--- src/rtl/first_order_image_sources_defines.svh ---
// assertion macros for the first-order image source block
`ifndef FIRST_ORDER_IMAGE_SOURCES_DEFINES_SVH
`define FIRST_ORDER_IMAGE_SOURCES_DEFINES_SVH

`ifndef SYNTHESIS
`define FO_IMG_ASSERT_IMP(label, ante, cons, msg) \
    label: assert property (@(posedge aclk) disable iff (!aresetn) (ante) |-> (cons)) \
        else $error(msg);
`define FO_IMG_ASSERT_NXT(label, ante, cons, msg) \
    label: assert property (@(posedge aclk) disable iff (!aresetn) (ante) |=> (cons)) \
        else $error(msg);
`else
`define FO_IMG_ASSERT_IMP(label, ante, cons, msg)
`define FO_IMG_ASSERT_NXT(label, ante, cons, msg)
`endif

`endif

--- src/rtl/fo_img_pkg.sv ---
// shared types and constants of the first-order image source block
package fo_img_pkg;

    localparam int SRC_W      = 18;
    localparam int IMG_W      = 19;
    localparam int DIM_W      = 16;
    localparam int ABS_W      = 16;
    localparam int GAIN_W     = 16;
    localparam int RAD_W      = 32;
    localparam int REM_W      = 17;
    localparam int RDC_W      = 15;
    localparam int SQRT_STEPS = 16;
    localparam int NUM_FACES  = 6;
    localparam int NUM_BANDS  = 3;
    localparam int CFG_IDX_W  = 3;
    localparam int CFG_DATA_W = 48;
    localparam int S_DATA_W   = 56;
    localparam int M_DATA_W   = 112;
    localparam int M_USER_W   = 4;

    localparam logic [RDC_W-1:0] ONE_Q14 = 15'd16384;

    localparam logic [2:0] FACE_NEG_X = 3'd0;
    localparam logic [2:0] FACE_POS_Z = 3'd5;

    typedef enum logic [CFG_IDX_W-1:0] {
        REG_ROOM_VALID   = 3'd0,
        REG_ROOM_SIZE    = 3'd1,
        REG_ABSORB_NEG_X = 3'd2,
        REG_ABSORB_POS_X = 3'd3,
        REG_ABSORB_NEG_Y = 3'd4,
        REG_ABSORB_POS_Y = 3'd5,
        REG_ABSORB_NEG_Z = 3'd6,
        REG_ABSORB_POS_Z = 3'd7
    } cfg_reg_t;

    typedef struct packed {
        logic             image_valid;
        logic [2:0]       face_index;
        logic [IMG_W-1:0] image_x;
        logic [IMG_W-1:0] image_y;
        logic [IMG_W-1:0] image_z;
        logic             last_image;
    } item_t;

    typedef struct packed {
        logic [RAD_W-1:0]  rad;
        logic [REM_W-1:0]  rem;
        logic [GAIN_W-1:0] root;
    } band_t;

    typedef struct packed {
        logic                      valid;
        item_t                     item;
        band_t [NUM_BANDS-1:0]     band;
    } stage_t;

endpackage

--- src/rtl/first_order_image_sources.sv ---
// top level of the first-order image source block: sequencer and square root cell chain
//
//  channel  dir  handshake            payload
//  s_       in   s_tvalid/s_tready    s_tdata: source x, y, z
//  m_       out  m_tvalid/m_tready    m_tdata: image x, y, z, gains; m_tuser; m_tlast
//  cfg_     in   cfg_valid/cfg_ready  cfg_index, cfg_data
//
//  one result per cycle while m_ is not stalled: a source in the room gives six results, a rejected one a single result
//  each issued face leaves after passing through the 16 registered square root cells
//  a stalled m_ side holds the whole cell chain; the sequencer still takes a source when idle
//  reset clears the configuration registers to zero and empties the chain
`include "first_order_image_sources_defines.svh"

module first_order_image_sources (
    input  logic                                aclk,
    input  logic                                aresetn,
    input  logic                                cfg_valid,
    output logic                                cfg_ready,
    input  logic [fo_img_pkg::CFG_IDX_W-1:0]    cfg_index,
    input  logic [fo_img_pkg::CFG_DATA_W-1:0]   cfg_data,
    input  logic                                s_tvalid,
    output logic                                s_tready,
    // source_x, source_y, source_z, zero pad
    input  logic [fo_img_pkg::S_DATA_W-1:0]     s_tdata,
    output logic                                m_tvalid,
    input  logic                                m_tready,
    // image_x, image_y, image_z, gain_band_low, gain_band_mid, gain_band_high, zero pad
    output logic [fo_img_pkg::M_DATA_W-1:0]     m_tdata,
    // image_valid, face_index
    output logic [fo_img_pkg::M_USER_W-1:0]     m_tuser,
    output logic                                m_tlast
);

    fo_img_pkg::stage_t chain [fo_img_pkg::SQRT_STEPS+1];
    fo_img_pkg::stage_t tail;
    logic               advance;

    assign tail    = chain[fo_img_pkg::SQRT_STEPS];
    assign advance = !tail.valid || m_tready;

    fo_img_seq u_seq (
        .aclk      (aclk),
        .aresetn   (aresetn),
        .cfg_valid (cfg_valid),
        .cfg_ready (cfg_ready),
        .cfg_index (cfg_index),
        .cfg_data  (cfg_data),
        .s_tvalid  (s_tvalid),
        .s_tready  (s_tready),
        .s_tdata   (s_tdata),
        .advance   (advance),
        .issue     (chain[0])
    );

    for (genvar i = 0; i < fo_img_pkg::SQRT_STEPS; i++) begin : g_cell
        fo_img_cell u_cell (
            .aclk      (aclk),
            .aresetn   (aresetn),
            .advance   (advance),
            .in_stage  (chain[i]),
            .out_stage (chain[i+1])
        );
    end

    assign m_tvalid = tail.valid;
    assign m_tlast  = tail.item.last_image;
    assign m_tuser  = {tail.item.face_index, tail.item.image_valid};
    assign m_tdata  = {7'b0,
                       tail.band[2].root,
                       tail.band[1].root,
                       tail.band[0].root,
                       tail.item.image_z,
                       tail.item.image_y,
                       tail.item.image_x};

    `FO_IMG_ASSERT_IMP(a_only_last_invalid, m_tvalid && !m_tuser[0], m_tlast && (m_tdata == '0) && (m_tuser == '0), "invalid result must be a single all-zero final transfer")
    `FO_IMG_ASSERT_IMP(a_gain_range, m_tvalid, (m_tdata[72:57] <= 16'd32768) && (m_tdata[88:73] <= 16'd32768) && (m_tdata[104:89] <= 16'd32768), "gain above one")
    `FO_IMG_ASSERT_IMP(a_last_on_pos_z, m_tvalid && m_tuser[0] && m_tlast, m_tuser[3:1] == fo_img_pkg::FACE_POS_Z, "final image not on the +z face")

endmodule

--- src/rtl/fo_img_seq.sv ---
// configuration registers, room check and face sequencer feeding the cell chain
`include "first_order_image_sources_defines.svh"

module fo_img_seq (
    input  logic                                aclk,
    input  logic                                aresetn,
    input  logic                                cfg_valid,
    output logic                                cfg_ready,
    input  logic [fo_img_pkg::CFG_IDX_W-1:0]    cfg_index,
    input  logic [fo_img_pkg::CFG_DATA_W-1:0]   cfg_data,
    input  logic                                s_tvalid,
    output logic                                s_tready,
    input  logic [fo_img_pkg::S_DATA_W-1:0]     s_tdata,
    input  logic                                advance,
    output fo_img_pkg::stage_t                  issue
);

    logic                                 room_valid_reg;
    logic [fo_img_pkg::CFG_DATA_W-1:0]    room_size_reg;
    logic [fo_img_pkg::CFG_DATA_W-1:0]    absorb_reg [fo_img_pkg::NUM_FACES];

    logic                                 busy_reg, busy_next;
    logic                                 ok_reg, ok_next;
    logic [2:0]                           face_reg, face_next;
    logic [3*fo_img_pkg::SRC_W-1:0]       src_reg, src_next;

    logic signed [19:0] s2_in [3];
    logic signed [19:0] lo2   [3];
    logic signed [19:0] hi2   [3];
    logic [fo_img_pkg::DIM_W-1:0] dim [3];
    logic               ok_in;
    logic               last_face;

    logic signed [19:0] src_ext [3];
    logic signed [19:0] plane2;
    logic signed [19:0] mirrored;
    logic [1:0]         axis;
    logic [fo_img_pkg::CFG_DATA_W-1:0] absorb_sel;
    logic signed [fo_img_pkg::ABS_W-1:0] absorb_band [fo_img_pkg::NUM_BANDS];
    logic [fo_img_pkg::RDC_W-1:0] radicand [fo_img_pkg::NUM_BANDS];

    assign cfg_ready = 1'b1;

    always_ff @(posedge aclk) begin
        if (!aresetn) begin
            room_valid_reg <= 1'b0;
            room_size_reg  <= '0;
            for (int i = 0; i < fo_img_pkg::NUM_FACES; i++) begin
                absorb_reg[i] <= '0;
            end
        end else if (cfg_valid && cfg_ready) begin
            unique case (fo_img_pkg::cfg_reg_t'(cfg_index))
                fo_img_pkg::REG_ROOM_VALID:   room_valid_reg <= cfg_data[0];
                fo_img_pkg::REG_ROOM_SIZE:    room_size_reg  <= cfg_data;
                fo_img_pkg::REG_ABSORB_NEG_X: absorb_reg[0]  <= cfg_data;
                fo_img_pkg::REG_ABSORB_POS_X: absorb_reg[1]  <= cfg_data;
                fo_img_pkg::REG_ABSORB_NEG_Y: absorb_reg[2]  <= cfg_data;
                fo_img_pkg::REG_ABSORB_POS_Y: absorb_reg[3]  <= cfg_data;
                fo_img_pkg::REG_ABSORB_NEG_Z: absorb_reg[4]  <= cfg_data;
                fo_img_pkg::REG_ABSORB_POS_Z: absorb_reg[5]  <= cfg_data;
                default: ;
            endcase
        end
    end

    // doubled plane positions and the inside-the-room check on the incoming source
    always_comb begin
        for (int a = 0; a < 3; a++) begin
            dim[a]   = room_size_reg[a*fo_img_pkg::DIM_W +: fo_img_pkg::DIM_W];
            s2_in[a] = {s_tdata[a*fo_img_pkg::SRC_W + fo_img_pkg::SRC_W - 1],
                        s_tdata[a*fo_img_pkg::SRC_W +: fo_img_pkg::SRC_W], 1'b0};
        end
        lo2[0] = 20'sd0 - $signed({4'b0, dim[0]});
        hi2[0] = $signed({4'b0, dim[0]});
        lo2[1] = 20'sd0;
        hi2[1] = $signed({3'b0, dim[1], 1'b0});
        lo2[2] = 20'sd0 - $signed({4'b0, dim[2]});
        hi2[2] = $signed({4'b0, dim[2]});
        ok_in = room_valid_reg && (dim[0] != '0) && (dim[1] != '0) && (dim[2] != '0);
        for (int a = 0; a < 3; a++) begin
            if ((s2_in[a] < lo2[a]) || (s2_in[a] > hi2[a])) begin
                ok_in = 1'b0;
            end
        end
    end

    assign last_face = !ok_reg || (face_reg == fo_img_pkg::FACE_POS_Z);
    assign s_tready  = !busy_reg || (advance && last_face);

    always_comb begin
        busy_next = busy_reg;
        ok_next   = ok_reg;
        face_next = face_reg;
        src_next  = src_reg;
        if (busy_reg && advance) begin
            if (last_face) begin
                busy_next = 1'b0;
            end else begin
                face_next = face_reg + 3'd1;
            end
        end
        if (s_tvalid && s_tready) begin
            busy_next = 1'b1;
            ok_next   = ok_in;
            face_next = fo_img_pkg::FACE_NEG_X;
            src_next  = s_tdata[3*fo_img_pkg::SRC_W-1:0];
        end
    end

    always_ff @(posedge aclk) begin
        if (!aresetn) begin
            busy_reg <= 1'b0;
            ok_reg   <= 1'b0;
            face_reg <= fo_img_pkg::FACE_NEG_X;
        end else begin
            busy_reg <= busy_next;
            ok_reg   <= ok_next;
            face_reg <= face_next;
        end
        src_reg <= src_next;
    end

    // mirrored coordinate of the current face
    always_comb begin
        for (int a = 0; a < 3; a++) begin
            src_ext[a] = 20'(signed'(src_reg[a*fo_img_pkg::SRC_W +: fo_img_pkg::SRC_W]));
        end
        axis = face_reg[2:1];
        case (axis)
            2'd0:    plane2 = face_reg[0] ? $signed({4'b0, room_size_reg[15:0]})
                                          : 20'sd0 - $signed({4'b0, room_size_reg[15:0]});
            2'd1:    plane2 = face_reg[0] ? $signed({3'b0, room_size_reg[31:16], 1'b0})
                                          : 20'sd0;
            2'd2:    plane2 = face_reg[0] ? $signed({4'b0, room_size_reg[47:32]})
                                          : 20'sd0 - $signed({4'b0, room_size_reg[47:32]});
            default: plane2 = 20'sd0;
        endcase
        mirrored = plane2 - src_ext[axis];
    end

    // clamped absorption turned into the square root radicand
    always_comb begin
        absorb_sel = (face_reg < 3'(fo_img_pkg::NUM_FACES)) ? absorb_reg[face_reg] : '0;
        for (int b = 0; b < fo_img_pkg::NUM_BANDS; b++) begin
            absorb_band[b] = signed'(absorb_sel[b*fo_img_pkg::ABS_W +: fo_img_pkg::ABS_W]);
            if (absorb_band[b][fo_img_pkg::ABS_W-1]) begin
                radicand[b] = fo_img_pkg::ONE_Q14;
            end else if (absorb_band[b] > $signed({1'b0, fo_img_pkg::ONE_Q14})) begin
                radicand[b] = '0;
            end else begin
                radicand[b] = fo_img_pkg::ONE_Q14 - absorb_band[b][fo_img_pkg::RDC_W-1:0];
            end
        end
    end

    always_comb begin
        issue       = '0;
        issue.valid = busy_reg;
        if (ok_reg) begin
            issue.item.image_valid = 1'b1;
            issue.item.face_index  = face_reg;
            issue.item.image_x     = src_ext[0][fo_img_pkg::IMG_W-1:0];
            issue.item.image_y     = src_ext[1][fo_img_pkg::IMG_W-1:0];
            issue.item.image_z     = src_ext[2][fo_img_pkg::IMG_W-1:0];
            case (axis)
                2'd0:    issue.item.image_x = mirrored[fo_img_pkg::IMG_W-1:0];
                2'd1:    issue.item.image_y = mirrored[fo_img_pkg::IMG_W-1:0];
                default: issue.item.image_z = mirrored[fo_img_pkg::IMG_W-1:0];
            endcase
            for (int b = 0; b < fo_img_pkg::NUM_BANDS; b++) begin
                issue.band[b].rad = {1'b0, radicand[b], 16'b0};
            end
        end
        issue.item.last_image = last_face;
    end

    `FO_IMG_ASSERT_NXT(a_bad_source_single, s_tvalid && s_tready && !ok_in, issue.valid && issue.item.last_image && !issue.item.image_valid, "rejected source must give one final invalid result")
    `FO_IMG_ASSERT_IMP(a_face_range, busy_reg, face_reg <= fo_img_pkg::FACE_POS_Z, "face counter out of range")
    `FO_IMG_ASSERT_IMP(a_hold_when_stalled, busy_reg && !advance, !s_tready, "source taken while faces remain stalled")

endmodule

--- src/rtl/fo_img_cell.sv ---
// one square root digit cell: retires one root bit per band and passes the item on
module fo_img_cell (
    input  logic               aclk,
    input  logic               aresetn,
    input  logic               advance,
    input  fo_img_pkg::stage_t in_stage,
    output fo_img_pkg::stage_t out_stage
);

    fo_img_pkg::stage_t stage_reg, stage_next;

    logic [fo_img_pkg::REM_W+1:0] rem_sh [fo_img_pkg::NUM_BANDS];
    logic [fo_img_pkg::REM_W+1:0] trial  [fo_img_pkg::NUM_BANDS];

    always_comb begin
        stage_next = in_stage;
        for (int b = 0; b < fo_img_pkg::NUM_BANDS; b++) begin
            rem_sh[b] = {in_stage.band[b].rem, in_stage.band[b].rad[fo_img_pkg::RAD_W-1 -: 2]};
            trial[b]  = {1'b0, in_stage.band[b].root, 2'b01};
            stage_next.band[b].rad = {in_stage.band[b].rad[fo_img_pkg::RAD_W-3:0], 2'b00};
            if (rem_sh[b] >= trial[b]) begin
                stage_next.band[b].rem  = fo_img_pkg::REM_W'(rem_sh[b] - trial[b]);
                stage_next.band[b].root = {in_stage.band[b].root[fo_img_pkg::GAIN_W-2:0], 1'b1};
            end else begin
                stage_next.band[b].rem  = rem_sh[b][fo_img_pkg::REM_W-1:0];
                stage_next.band[b].root = {in_stage.band[b].root[fo_img_pkg::GAIN_W-2:0], 1'b0};
            end
        end
    end

    always_ff @(posedge aclk) begin
        if (!aresetn) begin
            stage_reg.valid <= 1'b0;
        end else if (advance) begin
            stage_reg <= stage_next;
        end
    end

    assign out_stage = stage_reg;

endmodule
--- config.mk ---
export PLATFORM = sky130hd
export DESIGN_NAME = first_order_image_sources
export DESIGN_NICKNAME = d
export VERILOG_FILES = /design/src/rtl/fo_img_pkg.sv /design/src/rtl/first_order_image_sources.sv /design/src/rtl/fo_img_seq.sv /design/src/rtl/fo_img_cell.sv
export VERILOG_INCLUDE_DIRS = /design/src /design/src/rtl
export SDC_FILE = /design/constraint.sdc
export NUM_CORES = 2
export LEC_CHECK = 0
export ABC_AREA = 1
export BUFFER_PORTS_ARGS = -buffer_cell sky130_fd_sc_hd__buf_2
export CAP_MARGIN = 20
export CORE_MARGIN = 4
export CORE_UTILIZATION = 37
export CTS_CLUSTER_DIAMETER = 40
export DETAILED_ROUTE_END_ITERATION = 6
export SLEW_MARGIN = 40
export SYNTH_ARGS = -nofsm -noshare
export SYNTH_HDL_FRONTEND = slang
export SYNTH_SLANG_ARGS = --single-unit
--- constraint.sdc ---
create_clock -name aclk -period 108.5 [get_ports aclk]
set_input_delay 16.275 -clock aclk [delete_from_list [all_inputs] [get_ports aclk]]
set_output_delay 16.275 -clock aclk [all_outputs]
set_load 0.005 [all_outputs]
==> metrics.md <==
| Metric | Value |
|---|---|
| Status | complete, no violations |
| Max FFs per register | 2,259 |
| Worst slew pin tran | 0.880 ns |
| Crit Path Class | primary input to output pin |
| Final setup vio count | 0 |
| Fin crit share | just over 30% |
| Logic pwr share | about 9% |
| Power per cell area | between 15 and 20 nW/um^2 |
| Compound-cell area share of the yosys netlist | 6.81% |
| Root Buffer | clkbuf_16 |
| Psw | 0.000650 W |
| Most frequent cells in the layout | edfxtp_1, nand2_1, nor2_1, inv_1, o21ai_0 |
| #FFs+latches synth | 2,658 |
| Wire per inst | ~16 um |
| Via count | 74,100 |
| Post-route cell area | 139,000 sq um |
| # rows | approximately 210 |
| Critical Path Most Common Cell | buf_2 |
| Cells on worst reg2reg path | 14 |
| Startpoint types | primary input |
| Largest net degree at the start of global routing | 171 |
| Worst path slowest cell | o21ai_0 |
| Post-route ant nets | 0 |
| DP Wirelength | between 150,000 and 200,000 um |
| Multiplexer area fraction after synthesis | less than 1% |
| Area delta synth->final | 15.4% |
| Required @ worst endpoint | around 92 ns |
| Grt ovf | 0 |
| Number of flops mapped to enable cells by yosys | 2,585 |
| Synth Warn # | 0 |
| Switching power share of the total | about a quarter |
| Synthesized area per cell | 11.5 sq um |
| Met3 wire length | approximately 12,000 um |
| Adder-Cell Fraction of Synth Area | between 5 and 6% |
| DRT Pass-1 Iters | 6 |
| Core ar. | approximately 320,000 sq um |
| Max VDD drop | just under 0.00002 V |
| NumNets Final | around 11,000 |
| Routed WL | between 200,000 and 250,000 um |
| Share of layout cells above drive strength 1 | about a tenth |
| Final min period | 33.36 ns |
| Worst skew pair latency | approximately 0.90 ns |
| Leakage | approximately 56 nW |
| Vias in the first global route | around 74,000 |
| Setup crit end | s_tready |
| Die Width | 578 um |
| Placed Area | between 100,000 and 150,000 sq um |
| First-pass GRT wire length | 387,000 um |
| Fin. Hold Viols | 0 |
| Worst EP arrival | 17.08 ns |
| Most used flip-flop cell after synthesis | edfxtp_1 |
| Slew HR | between 40 and 50% |
| Commonest non-fill, non-tap cell in the layout | edfxtp_1 |
| Post-Synth Simple-Gate Area | 13.0% |
| Synth Cell Area | 120,000 sq um |
| RSZ-0062 raised after global routing | false |
| # hold bufs at CTS | 0 |
| P_int | 0.00206 W |
| Antenna violations before repair | 4 |
| # DRC | 0 |
| Sequential Power Share | a little under half |
| Post-synthesis sequential area ratio | approximately 66% |
| Post-place setup slack | around 75 ns |
| Met2 wire len | between 100,000 and 150,000 um |
| CTS tree | done |
| Post_cts resized | 0 |
| Util after Layout | between 40 and 50% |
| Worst setup EP type | output pin |
| Met1 WL | 106,000 um |
| Post-Synthesis Cells | ~10,000 |
| Final max-slew violation count | 0 |
| Htree depth | 5 |
| I/O pin total | 232 |
| Async SR Flop Fraction | 0% |
| Skew final | 0.0615 ns |
| Cells along the critical path | buf_2 -> nor2_1 -> buf_4 -> o21ai_0 -> buf_2 |
| Die H | approximately 580 um |
| CP Max Fanout | 19 |
| Delay of the slowest critical-path stage | 0.33 ns |
| Top routing layer used | met4 |
| Port bufs | roughly 220 |
| HP Class | flip-flop to flip-flop |
| R2r setup slk | slightly above 100 ns |
| Initial Util | a little under two fifths |
| Worst R2R End | g_cell[15].u_cell.out_stage[66] |
| Num CTS Buffers | ~380 |
| Power share of the clock group | between 40% and 50% |
| Largest family of logic cells by synthesized area | simple AND/OR/NAND/NOR gates |
| Avg Vias per Cell | 4.79 |
| Placer Congestion | about 0.92 |
| Clock tree buffer depth | 4 |
| Max Clock Freq | 30.0 MHz |
| Worst r2r src | g_cell[15].u_cell.out_stage[257] |
| Cell variety after synth | between 60 and 70 |
| Tot GR Track Use | approximately 14% |
| Setup Fix Bufs, Post-CTS | 0 |
| Max-cap violations | 0 |
| Clk sinks | 2,658 |
| Fill count | roughly 30,000 |
| Die area | ~330,000 sq um |
| Final total power | approximately 0.0027 W |
| TNS Setup | 0 ns |
| Clock transition at path regs | 0.06 ns |
| CP Launch Point | m_tready |
| DR iter-0 viols | 5,158 |
| XOR/XNOR Fraction of Synth Area | about 3.3% |
| Final setup margin | approximately 75 ns |
critical path: cells and delay by family:
kind / cells / cell delay, ns
buffers and inverters: 3 / 0.44
AOI/OAI and AO/OA: 1 / 0.33
and+or+nand+nor: 1 / 0.03
metrics by stage:
| step | cells | hold slack [ns] |
|---|---|---|
| after floorplan | 10500 | 0.400 |
| after global placement | 14700 | 0.401 |
| after detailed placement | 14700 | 0.405 |
| after CTS | 15500 | 0.384 |
| after global routing | 15500 | 0.392 |
| final | 15500 | 0.387 |
synth_stat cells, types with 5 or more instances:
cell type  number  share of area, %
o2111ai_1      26              0.19
o21bai_1       28              0.17
nand2_2        15             0.078
buf_4         124              0.77
o22ai_1        11             0.057
nand2_1      1740               5.4
o21a_1          5             0.031
xor2_1        253               1.8
dfxtp_1        73               1.2
fa_1           22              0.37
nor4_1         37              0.19
nand3_1       371               1.5
buf_1           9             0.028
o221ai_1       10             0.073
o21ai_1        38              0.16
nor2_1       1223               3.8
o31ai_1         9             0.056
or2_2          55              0.29
a31oi_1        29              0.15
buf_2          42              0.17
a311oi_1        5             0.036
a221oi_1        5             0.036
clkinv_1       13             0.041
edfxtp_1     2585                65
nand3_2         5             0.042
a21oi_1       530               2.2
xnor2_1       203               1.5
and3_1          5             0.026
a21boi_0       11             0.069
a211oi_1        6             0.037
inv_1        1214               3.8
a21o_1         50              0.31
o211ai_1       41              0.26
o21ai_0       690               2.9
ha_1          515               5.4
nand3b_1       18              0.11
nor2_2         40              0.21
buf_6          11              0.10
clkbuf_1      120              0.37
nand4_1       122              0.64
nor3_1         98              0.41
or2_1           5             0.026
power by group through the flow:
| stage | sequential, W | clock, W | combinational, W |
|---|---|---|---|
| after floorplan | 0.00134 | 0 | 0.000180 |
| after global placement | 0.00127 | 0 | 0.000232 |
| after detailed placement | 0.00127 | 0 | 0.000239 |
| after CTS | 0.00125 | 0.00125 | 0.000240 |
| after global routing | 0.00126 | 0.00130 | 0.000275 |
| final | 0.00125 | 0.00122 | 0.000240 |
cells by family after synthesis:
group / after synthesis
compound gates: 1506
flops: 2658
buf+inv: 1539
xor+xnor: 456
simple gates: 3755
mux: 3
other cells: 2
fa+ha+maj: 537
area by class of cell:
type	instances	area, sq um	share of cell area, %
tap	4305	5390	3.88
clock inverter	281	3040	2.19
antenna	3	7.51	0.00541
multi-input combinational	6268	34800	25.1
inverter	1231	4620	3.33
timing repair buffer	288	1820	1.31
clock buffer	428	9880	7.12
sequential	2658	79100	57.0
worst min-delay path by stage:
stage          slack, ns                              from  cells after the start                                to
3_5_place_dp        0.40   g_cell[9].u_cell.out_stage[219]                      0  g_cell[10].u_cell.out_stage[219]
4_1_cts             0.38   g_cell[0].u_cell.out_stage[192]                      0   g_cell[1].u_cell.out_stage[194]
6_report            0.39   g_cell[0].u_cell.out_stage[192]                      0   g_cell[1].u_cell.out_stage[194]
5_1_grt             0.39   g_cell[0].u_cell.out_stage[192]                      0   g_cell[1].u_cell.out_stage[194]
3_3_place_gp        0.40  g_cell[14].u_cell.out_stage[205]                      0  g_cell[15].u_cell.out_stage[205]
2_1_floorplan       0.40   g_cell[9].u_cell.out_stage[195]                      0  g_cell[10].u_cell.out_stage[195]
metal layers:
layer,track usage [%],vias up
met5,0,-
met4,5.99,0
met3,2.10,581
met2,23.8,1847
met1,18.2,34800
li1,-,36900
No activity file was read; power rests on OpenSTA's default activity.
